===== src/mfdc_pkg.sv =====
// Package for the MRU font descriptor cache: field structs, cell entry type,
// cell operation codes and base number helpers.
// No dependencies.
`timescale 1ns / 1ps
`default_nettype none

package mfdc_pkg;

   // Sizes fixed by the field layout
   localparam int KEY_W           = 21;
   localparam int WIN_W           = 8;
   localparam int BASE_W          = 12;
   localparam int ENTRIES_DEFAULT = 10;
   localparam int MAX_REPORTS     = 10;

   // Base numbers are BASE_FIRST + BASE_STEP * k, k >= 1, taken modulo 4096
   localparam int BASE_FIRST = 1000;
   localparam int BASE_STEP  = 260;

   // Request function codes
   localparam logic FUNC_LOOKUP  = 1'b0;
   localparam logic FUNC_RELEASE = 1'b1;

   typedef struct packed {
      logic       func;
      logic [7:0] window_id;
      logic       italic;
      logic       bold;
      logic [7:0] font_size;
      logic [2:0] font_family;
   } req_type;

   typedef struct packed {
      logic [BASE_W-1:0] list_base;
      logic              hit;
      logic              build_needed;
      logic              evicted;
      logic [BASE_W-1:0] evicted_base;
      logic              last;
   } rsp_type;

   // One cached entry as held in a cell
   typedef struct packed {
      logic              valid;
      logic [KEY_W-1:0]  key;
      logic [BASE_W-1:0] base;
   } entry_type;

   // What a cell loads at the next edge
   typedef enum logic [1:0] {
      OP_HOLD,
      OP_PREV,
      OP_NEXT,
      OP_FRONT
   } cell_op_type;

   // Packed key: window, italic, bold, size, family
   function automatic logic [KEY_W-1:0] make_key(input req_type r);
      return {r.window_id, r.italic, r.bold, r.font_size, r.font_family};
   endfunction

   // Candidate base number for step k
   function automatic logic [BASE_W-1:0] base_cand(input int k);
      int s;
      s = BASE_FIRST + BASE_STEP * k;
      return s[BASE_W-1:0];
   endfunction

endpackage

`default_nettype wire


===== src/mfdc_cell.sv =====
// One cell of the entry chain: holds a valid flag, key and base, loads from
// its neighbors or the front bus, and reports key, window and base matches.
// Depends on mfdc_pkg.
`timescale 1ns / 1ps
`default_nettype none

module mfdc_cell #(
   parameter int CANDS = mfdc_pkg::ENTRIES_DEFAULT + 1
) (
   input  logic                         clock,
   input  logic                         reset,
   input  mfdc_pkg::cell_op_type        op,
   input  mfdc_pkg::entry_type          prev_entry,
   input  mfdc_pkg::entry_type          next_entry,
   input  mfdc_pkg::entry_type          front_entry,
   input  logic [mfdc_pkg::KEY_W-1:0]   req_key,
   output mfdc_pkg::entry_type          entry,
   output logic                         key_match,
   output logic                         win_match,
   output logic [CANDS-1:0]             used
);
   import mfdc_pkg::*;

   entry_type         entry_in;
   logic              valid_ff;
   logic [KEY_W-1:0]  key_ff;
   logic [BASE_W-1:0] base_ff;

   assign entry = '{valid: valid_ff, key: key_ff, base: base_ff};

   // Next content select
   always_comb begin
      case (op)
         OP_PREV:  entry_in = prev_entry;
         OP_NEXT:  entry_in = next_entry;
         OP_FRONT: entry_in = front_entry;
         default:  entry_in = entry;
      endcase
   end

   always_ff @(posedge clock) begin
      if (reset) begin
         valid_ff <= 1'b0;
      end else begin
         valid_ff <= entry_in.valid;
      end
   end

   always_ff @(posedge clock) begin
      key_ff  <= entry_in.key;
      base_ff <= entry_in.base;
   end

   // Match flags, qualified by valid
   assign key_match = valid_ff && (key_ff == req_key);
   assign win_match = valid_ff &&
      (key_ff[KEY_W-1 -: WIN_W] == req_key[KEY_W-1 -: WIN_W]);

   // Which candidate bases this cell already holds
   for (genvar k = 0; k < CANDS; k++) begin : g_used
      assign used[k] = valid_ff && (base_ff == base_cand(k + 1));
   end

endmodule

`default_nettype wire


===== config.mk =====
export PLATFORM = sky130hd
export DESIGN_NAME = mfdc_cell
export DESIGN_NICKNAME = d
export VERILOG_FILES = /design/src/mfdc_pkg.sv /design/src/mfdc_cell.sv
export SDC_FILE = /design/constraint.sdc
export NUM_CORES = 1
export LEC_CHECK = 0
export BUFFER_PORTS_ARGS = -buffer_cell sky130_fd_sc_hd__buf_4
export CORE_UTILIZATION = 25
export CTS_BUF_LIST = sky130_fd_sc_hd__clkbuf_16
export CTS_CLUSTER_SIZE = 14
export DETAILED_ROUTE_END_ITERATION = 6
export GPL_TIMING_DRIVEN = 0
export HOLD_SLACK_MARGIN = 0.03
export SETUP_SLACK_MARGIN = 0.5
export SYNTH_ARGS = -nofsm -noshare
export SYNTH_HDL_FRONTEND = slang
export SYNTH_SLANG_ARGS = --single-unit

===== constraint.sdc =====
create_clock -name clock -period 1.85 [get_ports clock]
set_clock_uncertainty 0.1 [all_clocks]
set_input_delay 0.0925 -clock clock [delete_from_list [all_inputs] [get_ports clock]]
set_output_delay 0.0925 -clock clock [all_outputs]
set_load 0.02 [all_outputs]

==> flow_summary.html <==
<table>
<tr><th>Metric</th><th>Value</th></tr>
<tr><th colspan="2">Yosys</th></tr>
<tr><td>Post-Synthesis Cell Area</td><td>2150 um^2</td></tr>
<tr><td>Post-Syn Nets</td><td>336</td></tr>
<tr><td>Synthesis-stage register bit count</td><td>34</td></tr>
<tr><td>Post-synthesis instance total</td><td>roughly 210</td></tr>
<tr><td>Simple-gate share of the synthesized area</td><td>0.174</td></tr>
<tr><td>Count of unique library cells instantiated by Yosys</td><td>30</td></tr>
<tr><td>Xor and xnor area share after synthesis</td><td>0.0857</td></tr>
<tr><td>Dominant combinational cell family by area after synthesis</td><td>simple AND/OR/NAND/NOR gates</td></tr>
<tr><td>Post-synthesis sequential area ratio</td><td>0.471</td></tr>
<tr><td>Mux share of post-synthesis cell area</td><td>0.164</td></tr>
<tr><td>Ys Warns</td><td>0</td></tr>
<tr><td>Post-synthesis adder-cell area fraction</td><td>0</td></tr>
<tr><td>Post-synthesis area per instance</td><td>10.3 um^2</td></tr>
<tr><td>Compound-gate portion of the synthesized area</td><td>0.0769</td></tr>
<tr><th colspan="2">Place</th></tr>
<tr><td>Global placer's final weighted congestion</td><td>0.821</td></tr>
<tr><td>Cell area after placement</td><td>3630 um^2</td></tr>
<tr><td>Post-DP HPWL</td><td>6240 um</td></tr>
<tr><td>Count of input and output buffers</td><td>171</td></tr>
<tr><th colspan="2">Global routing</th></tr>
<tr><td>Combined global-route utilization of all metal layers</td><td>0.178</td></tr>
<tr><td>Via count of the first global-routing pass</td><td>2428</td></tr>
<tr><td>Initial antenna violation count</td><td>0</td></tr>
<tr><td>Total congestion overflow after global routing</td><td>0</td></tr>
<tr><td>Global-route wire length before repair</td><td>11700 um</td></tr>
<tr><td>Largest net degree at the start of global routing</td><td>34</td></tr>
<tr><th colspan="2">Cells and area</th></tr>
<tr><td>Net total in the final layout</td><td>533</td></tr>
<tr><td>Final standard cell utilization of the core</td><td>0.491</td></tr>
<tr><td>Post-Layout Inst Area</td><td>4060 um^2</td></tr>
<tr><td>Layout-stage area growth over the synthesis result</td><td>88.9%</td></tr>
<tr><td>Diode insertion count for antenna repair</td><td>0</td></tr>
<tr><td>Fraction of final layout cells sized beyond drive strength 1</td><td>0.565</td></tr>
<tr><th colspan="2">Detailed routing</th></tr>
<tr><td>Vias post-DR</td><td>2374</td></tr>
<tr><td>DRC violation count after routing</td><td>0</td></tr>
<tr><td>Initial detailed-routing violation count</td><td>59</td></tr>
<tr><td>Routed WL per cell</td><td>15.8 um</td></tr>
<tr><td>Vias per Instance</td><td>4.64</td></tr>
<tr><td>First drt pass iteration count</td><td>4</td></tr>
<tr><td>Final antenna-violating net count</td><td>0</td></tr>
<tr><td>Final Routed Wirelength</td><td>8070 um</td></tr>
<tr><th colspan="2">Die</th></tr>
<tr><td>Placement row count</td><td>33</td></tr>
<tr><td>I/O pin cnt</td><td>174</td></tr>
<tr><td>Starting density of the core</td><td>0.260</td></tr>
<tr><td>Area of the core</td><td>between 8000 and 9000 um^2</td></tr>
<tr><td>Die extent in y</td><td>94.7 um</td></tr>
<tr><td>Die Width</td><td>94.7 um</td></tr>
<tr><td>Overall die area</td><td>approximately 9000 um^2</td></tr>
<tr><th colspan="2">Setup path</th></tr>
<tr><td>Required time at the worst-slack endpoint</td><td>1660 ps</td></tr>
<tr><td>Critical register-to-register path startpoint</td><td>valid_ff</td></tr>
<tr><td>Kind of cell with the highest combined delay on the critical path</td><td>simple AND/OR/NAND/NOR gates</td></tr>
<tr><td>Worst reg2reg setup slack</td><td>slightly above 700 ps</td></tr>
<tr><td>Origin of the worst setup path</td><td>base_ff[1]</td></tr>
<tr><td>Master of the slowest instance on the critical path</td><td>sky130_fd_sc_hd__or4b_4</td></tr>
<tr><td>Nature of the critical path endpoint</td><td>output pin</td></tr>
<tr><td>Type of element launching the critical path</td><td>flip-flop</td></tr>
<tr><td>CP endpoint</td><td>used[9]</td></tr>
<tr><td>Cell repeated most along the worst path</td><td>sky130_fd_sc_hd__or4b_4</td></tr>
<tr><td>Endpoint of the most critical register-to-register path</td><td>valid_ff</td></tr>
<tr><td>Ordered cell list for the critical path</td><td>or4b_4 -&gt; or4b_4 -&gt; nor3_4 -&gt; buf_6</td></tr>
<tr><td>Crit path buf inv count</td><td>1</td></tr>
<tr><td>Crit-path max cell delay</td><td>approximately 570 ps</td></tr>
<tr><td>Number of cell instances on the worst register-to-register path</td><td>2</td></tr>
<tr><td>Arrival time worst endpoint</td><td>2020 ps</td></tr>
<tr><td>Type of the worst setup path</td><td>flip-flop to output pin</td></tr>
<tr><td>Count of cell instances traversed by the critical path</td><td>4</td></tr>
<tr><td>Max FO, Critical Path</td><td>2</td></tr>
<tr><th colspan="2">Clock tree</th></tr>
<tr><td>TritonCTS buffer count</td><td>5</td></tr>
<tr><td>CTS tree</td><td>built</td></tr>
<tr><td>Buffer levels on the longest clock path</td><td>2</td></tr>
<tr><td>Clock root cell</td><td>sky130_fd_sc_hd__clkbuf_16</td></tr>
<tr><td>CTS clock-pin slew for the worst setup and hold paths</td><td>60 ps</td></tr>
<tr><td>Worst-skew pair later-pin latency</td><td>around 270 ps</td></tr>
<tr><td>Clock Sinks</td><td>34</td></tr>
<tr><td>Level count of the clock H-tree</td><td>2</td></tr>
<tr><th colspan="2">Timing</th></tr>
<tr><td>Final hold violation count</td><td>0</td></tr>
<tr><td>Final-layout worst hold slack</td><td>44.4 ps</td></tr>
<tr><td>Rel. slew slack</td><td>0.619</td></tr>
<tr><td>RSZ-0062 raised after global routing</td><td>yes</td></tr>
<tr><td>Slew at the pin closest to its max-slew limit</td><td>571 ps</td></tr>
<tr><td>Final period utilization</td><td>1.20</td></tr>
<tr><td>Number of setup violations in the final report</td><td>11</td></tr>
<tr><td>Worst path setup slack after routing</td><td>-367 ps</td></tr>
<tr><td>Number of max-slew violations in the final report</td><td>0</td></tr>
<tr><td>Minimum period implied by the final worst setup slack</td><td>2220 ps</td></tr>
<tr><td>Maximum clock frequency</td><td>451 MHz</td></tr>
<tr><th colspan="2">Power and ir drop</th></tr>
<tr><td>Seq pwr share</td><td>0.390</td></tr>
<tr><td>Switching pwr</td><td>between 700 and 800 uW</td></tr>
<tr><td>Worst voltage drop across the vdd grid</td><td>0.332 mV</td></tr>
<tr><td>Proportion of power drawn by the clock network</td><td>0.293</td></tr>
<tr><td>PD cells</td><td>around 660 nW/um^2</td></tr>
<tr><td>Leakage</td><td>between 0.0015 and 0.002 uW</td></tr>
<tr><td>Combinational cell fraction of total power</td><td>0.316</td></tr>
<tr><td>Sw Ratio</td><td>0.288</td></tr>
<tr><td>Internal power of the cells</td><td>1900 uW</td></tr>
<tr><th colspan="2">Outcome</th></tr>
<tr><td>Run status</td><td>complete, but fails checks</td></tr>
<tr><td>Violated checks</td><td>negative setup slack</td></tr>
<tr><th colspan="2">Hold path</th></tr>
<tr><td>Hold Path Depth</td><td>3</td></tr>
<tr><td>Class of the most critical hold timing path</td><td>primary input to flip-flop</td></tr>
<tr><th colspan="2">Job</th></tr>
<tr><td>Max-Cap Viols</td><td>0</td></tr>
</table>
## power by group through the flow
| stage | logic, uW | registers, uW | clock network, uW |
|---|---|---|---|
| after floorplan | 230 | 1160 | 0 |
| after global placement | 730 | 1070 | 0 |
| after detailed placement | 740 | 1070 | 0 |
| after CTS | 828 | 1050 | 803 |
| after global routing | 908 | 1050 | 839 |
| final | 842 | 1040 | 781 |
## logic make-up (layout without fill, tap and decap cells)
family	count (synthesis)	in the layout
multiplexers	34	34
buffers and inverters	14	211
flip-flops	34	34
XOR/XNOR	21	21
AND/OR/NAND/NOR	73	74
AO/OA/AOI/OAI	33	33
## how the worst min path moves through the flow
stage	from	endpoint	slack (ps)
floorplan	reset	valid_ff	60
global placement	reset	valid_ff	150
detailed placement	reset	valid_ff	150
CTS	prev_entry[21]	key_ff[9]	40
global route	prev_entry[6]	base_ff[6]	50
finish	prev_entry[14]	key_ff[2]	40
## layout make-up
cell class	count	area, um^2
clock buffers	5	125
repair buffers	189	1470
plain buffers	13	63.8
inverters	1	3.75
fillers	794	4200
well taps	105	131
clock inverters	3	12.5
flip-flops and latches	34	1010
multi-input cells	162	1240
## cell usage after synthesis
| library cell | number | area, um^2 |
|---|---|---|
| sky130_fd_sc_hd__nor2_1 | 38 | 143 |
| sky130_fd_sc_hd__a21oi_1 | 33 | 165 |
| sky130_fd_sc_hd__edfxtp_1 | 33 | 991 |
| sky130_fd_sc_hd__mux2i_1 | 33 | 330 |
| sky130_fd_sc_hd__xnor2_1 | 13 | 114 |
| sky130_fd_sc_hd__xor2_1 | 8 | 70.1 |
| sky130_fd_sc_hd__clkbuf_1 | 7 | 26.3 |
| sky130_fd_sc_hd__nand2_1 | 5 | 18.8 |
| sky130_fd_sc_hd__nor3_1 | 5 | 25.0 |
| sky130_fd_sc_hd__nor4_1 | 4 | 25.0 |
| sky130_fd_sc_hd__buf_2 | 3 | 15.0 |
| sky130_fd_sc_hd__nand4_1 | 3 | 18.8 |
| sky130_fd_sc_hd__and2_1 | 2 | 12.5 |
| sky130_fd_sc_hd__buf_1 | 2 | 7.51 |
| sky130_fd_sc_hd__nand3b_1 | 2 | 15.0 |
| sky130_fd_sc_hd__nor4b_1 | 2 | 17.5 |
| sky130_fd_sc_hd__or2_2 | 2 | 12.5 |
| sky130_fd_sc_hd__or4b_4 | 2 | 27.5 |
| sky130_fd_sc_hd__and3_1 | 1 | 6.26 |
| sky130_fd_sc_hd__and4_1 | 1 | 8.76 |
| sky130_fd_sc_hd__buf_4 | 1 | 7.51 |
| sky130_fd_sc_hd__dfxtp_1 | 1 | 20.0 |
| sky130_fd_sc_hd__inv_1 | 1 | 3.75 |
| sky130_fd_sc_hd__mux4_2 | 1 | 22.5 |
| sky130_fd_sc_hd__nand3_1 | 1 | 5.00 |
| sky130_fd_sc_hd__nand4b_1 | 1 | 8.76 |
| sky130_fd_sc_hd__nor2b_1 | 1 | 6.26 |
| sky130_fd_sc_hd__nor3_2 | 1 | 10.0 |
| sky130_fd_sc_hd__or3_1 | 1 | 6.26 |
| sky130_fd_sc_hd__or4_1 | 1 | 7.51 |
## cells in the final DEF (no fill, tap or decap), types with 2 or more instances in the layout
| cell | count |
|---|---|
| sky130_fd_sc_hd__nor4_2 | 2 |
| sky130_fd_sc_hd__nor2_1 | 34 |
| sky130_fd_sc_hd__or2_4 | 2 |
| sky130_fd_sc_hd__mux2i_1 | 33 |
| sky130_fd_sc_hd__xnor2_1 | 13 |
| sky130_fd_sc_hd__buf_4 | 178 |
| sky130_fd_sc_hd__clkbuf_1 | 5 |
| sky130_fd_sc_hd__nor3_4 | 4 |
| sky130_fd_sc_hd__a21oi_1 | 33 |
| sky130_fd_sc_hd__nand2_1 | 5 |
| sky130_fd_sc_hd__nor3_2 | 2 |
| sky130_fd_sc_hd__clkbuf_2 | 3 |
| sky130_fd_sc_hd__or4b_4 | 2 |
| sky130_fd_sc_hd__nand4_1 | 3 |
| sky130_fd_sc_hd__nor2_4 | 3 |
| sky130_fd_sc_hd__clkbuf_16 | 5 |
| sky130_fd_sc_hd__xor2_1 | 8 |
| sky130_fd_sc_hd__buf_2 | 3 |
| sky130_fd_sc_hd__buf_6 | 12 |
| sky130_fd_sc_hd__inv_1 | 2 |
| sky130_fd_sc_hd__nand3b_1 | 2 |
| sky130_fd_sc_hd__edfxtp_1 | 33 |
## per-layer routing
layer,wire [um],GRT usage,vias up
met5,0,0,-
met4,151,0.0581,0
met3,642,0.0491,13
met2,4320,0.344,119
met1,2960,0.181,1089
li1,-,-,1153
## tightest hold or removal path: cells and delay by family
family,cells,cell delay (ps)
AOI/OAI and AO/OA,1,100
buffers and inverters,1,80
and+or+nand+nor,1,30
## flip-flops by register name, indices dropped and copies added, names as in the netlist
signal    cells
valid_ff      1
base_ff      12
key_ff       21
## timing repair
action / CTS / global route
gates cloned: 0 / 1
endpoints found under the setup margin: 23 / 57
hold endpoints to repair: 1 / 0
hold buffers: 1 / 0
pin swaps: 13 / 3
setup buffers: 13 / 4
gates resized for setup: 26 / 6
## metrics by stage
step,setup WS (ps),setup TNS [ps],total power [uW],cells
final,-367,-2230,2660,512
after global routing,-425,-3040,2800,512
after CTS,-358,-2220,2680,507
after detailed placement,-165,-354,1810,485
after global placement,-154,-313,1800,485
after floorplan,-182,-538,1390,209
No activity file was read; power rests on OpenSTA's default activity.
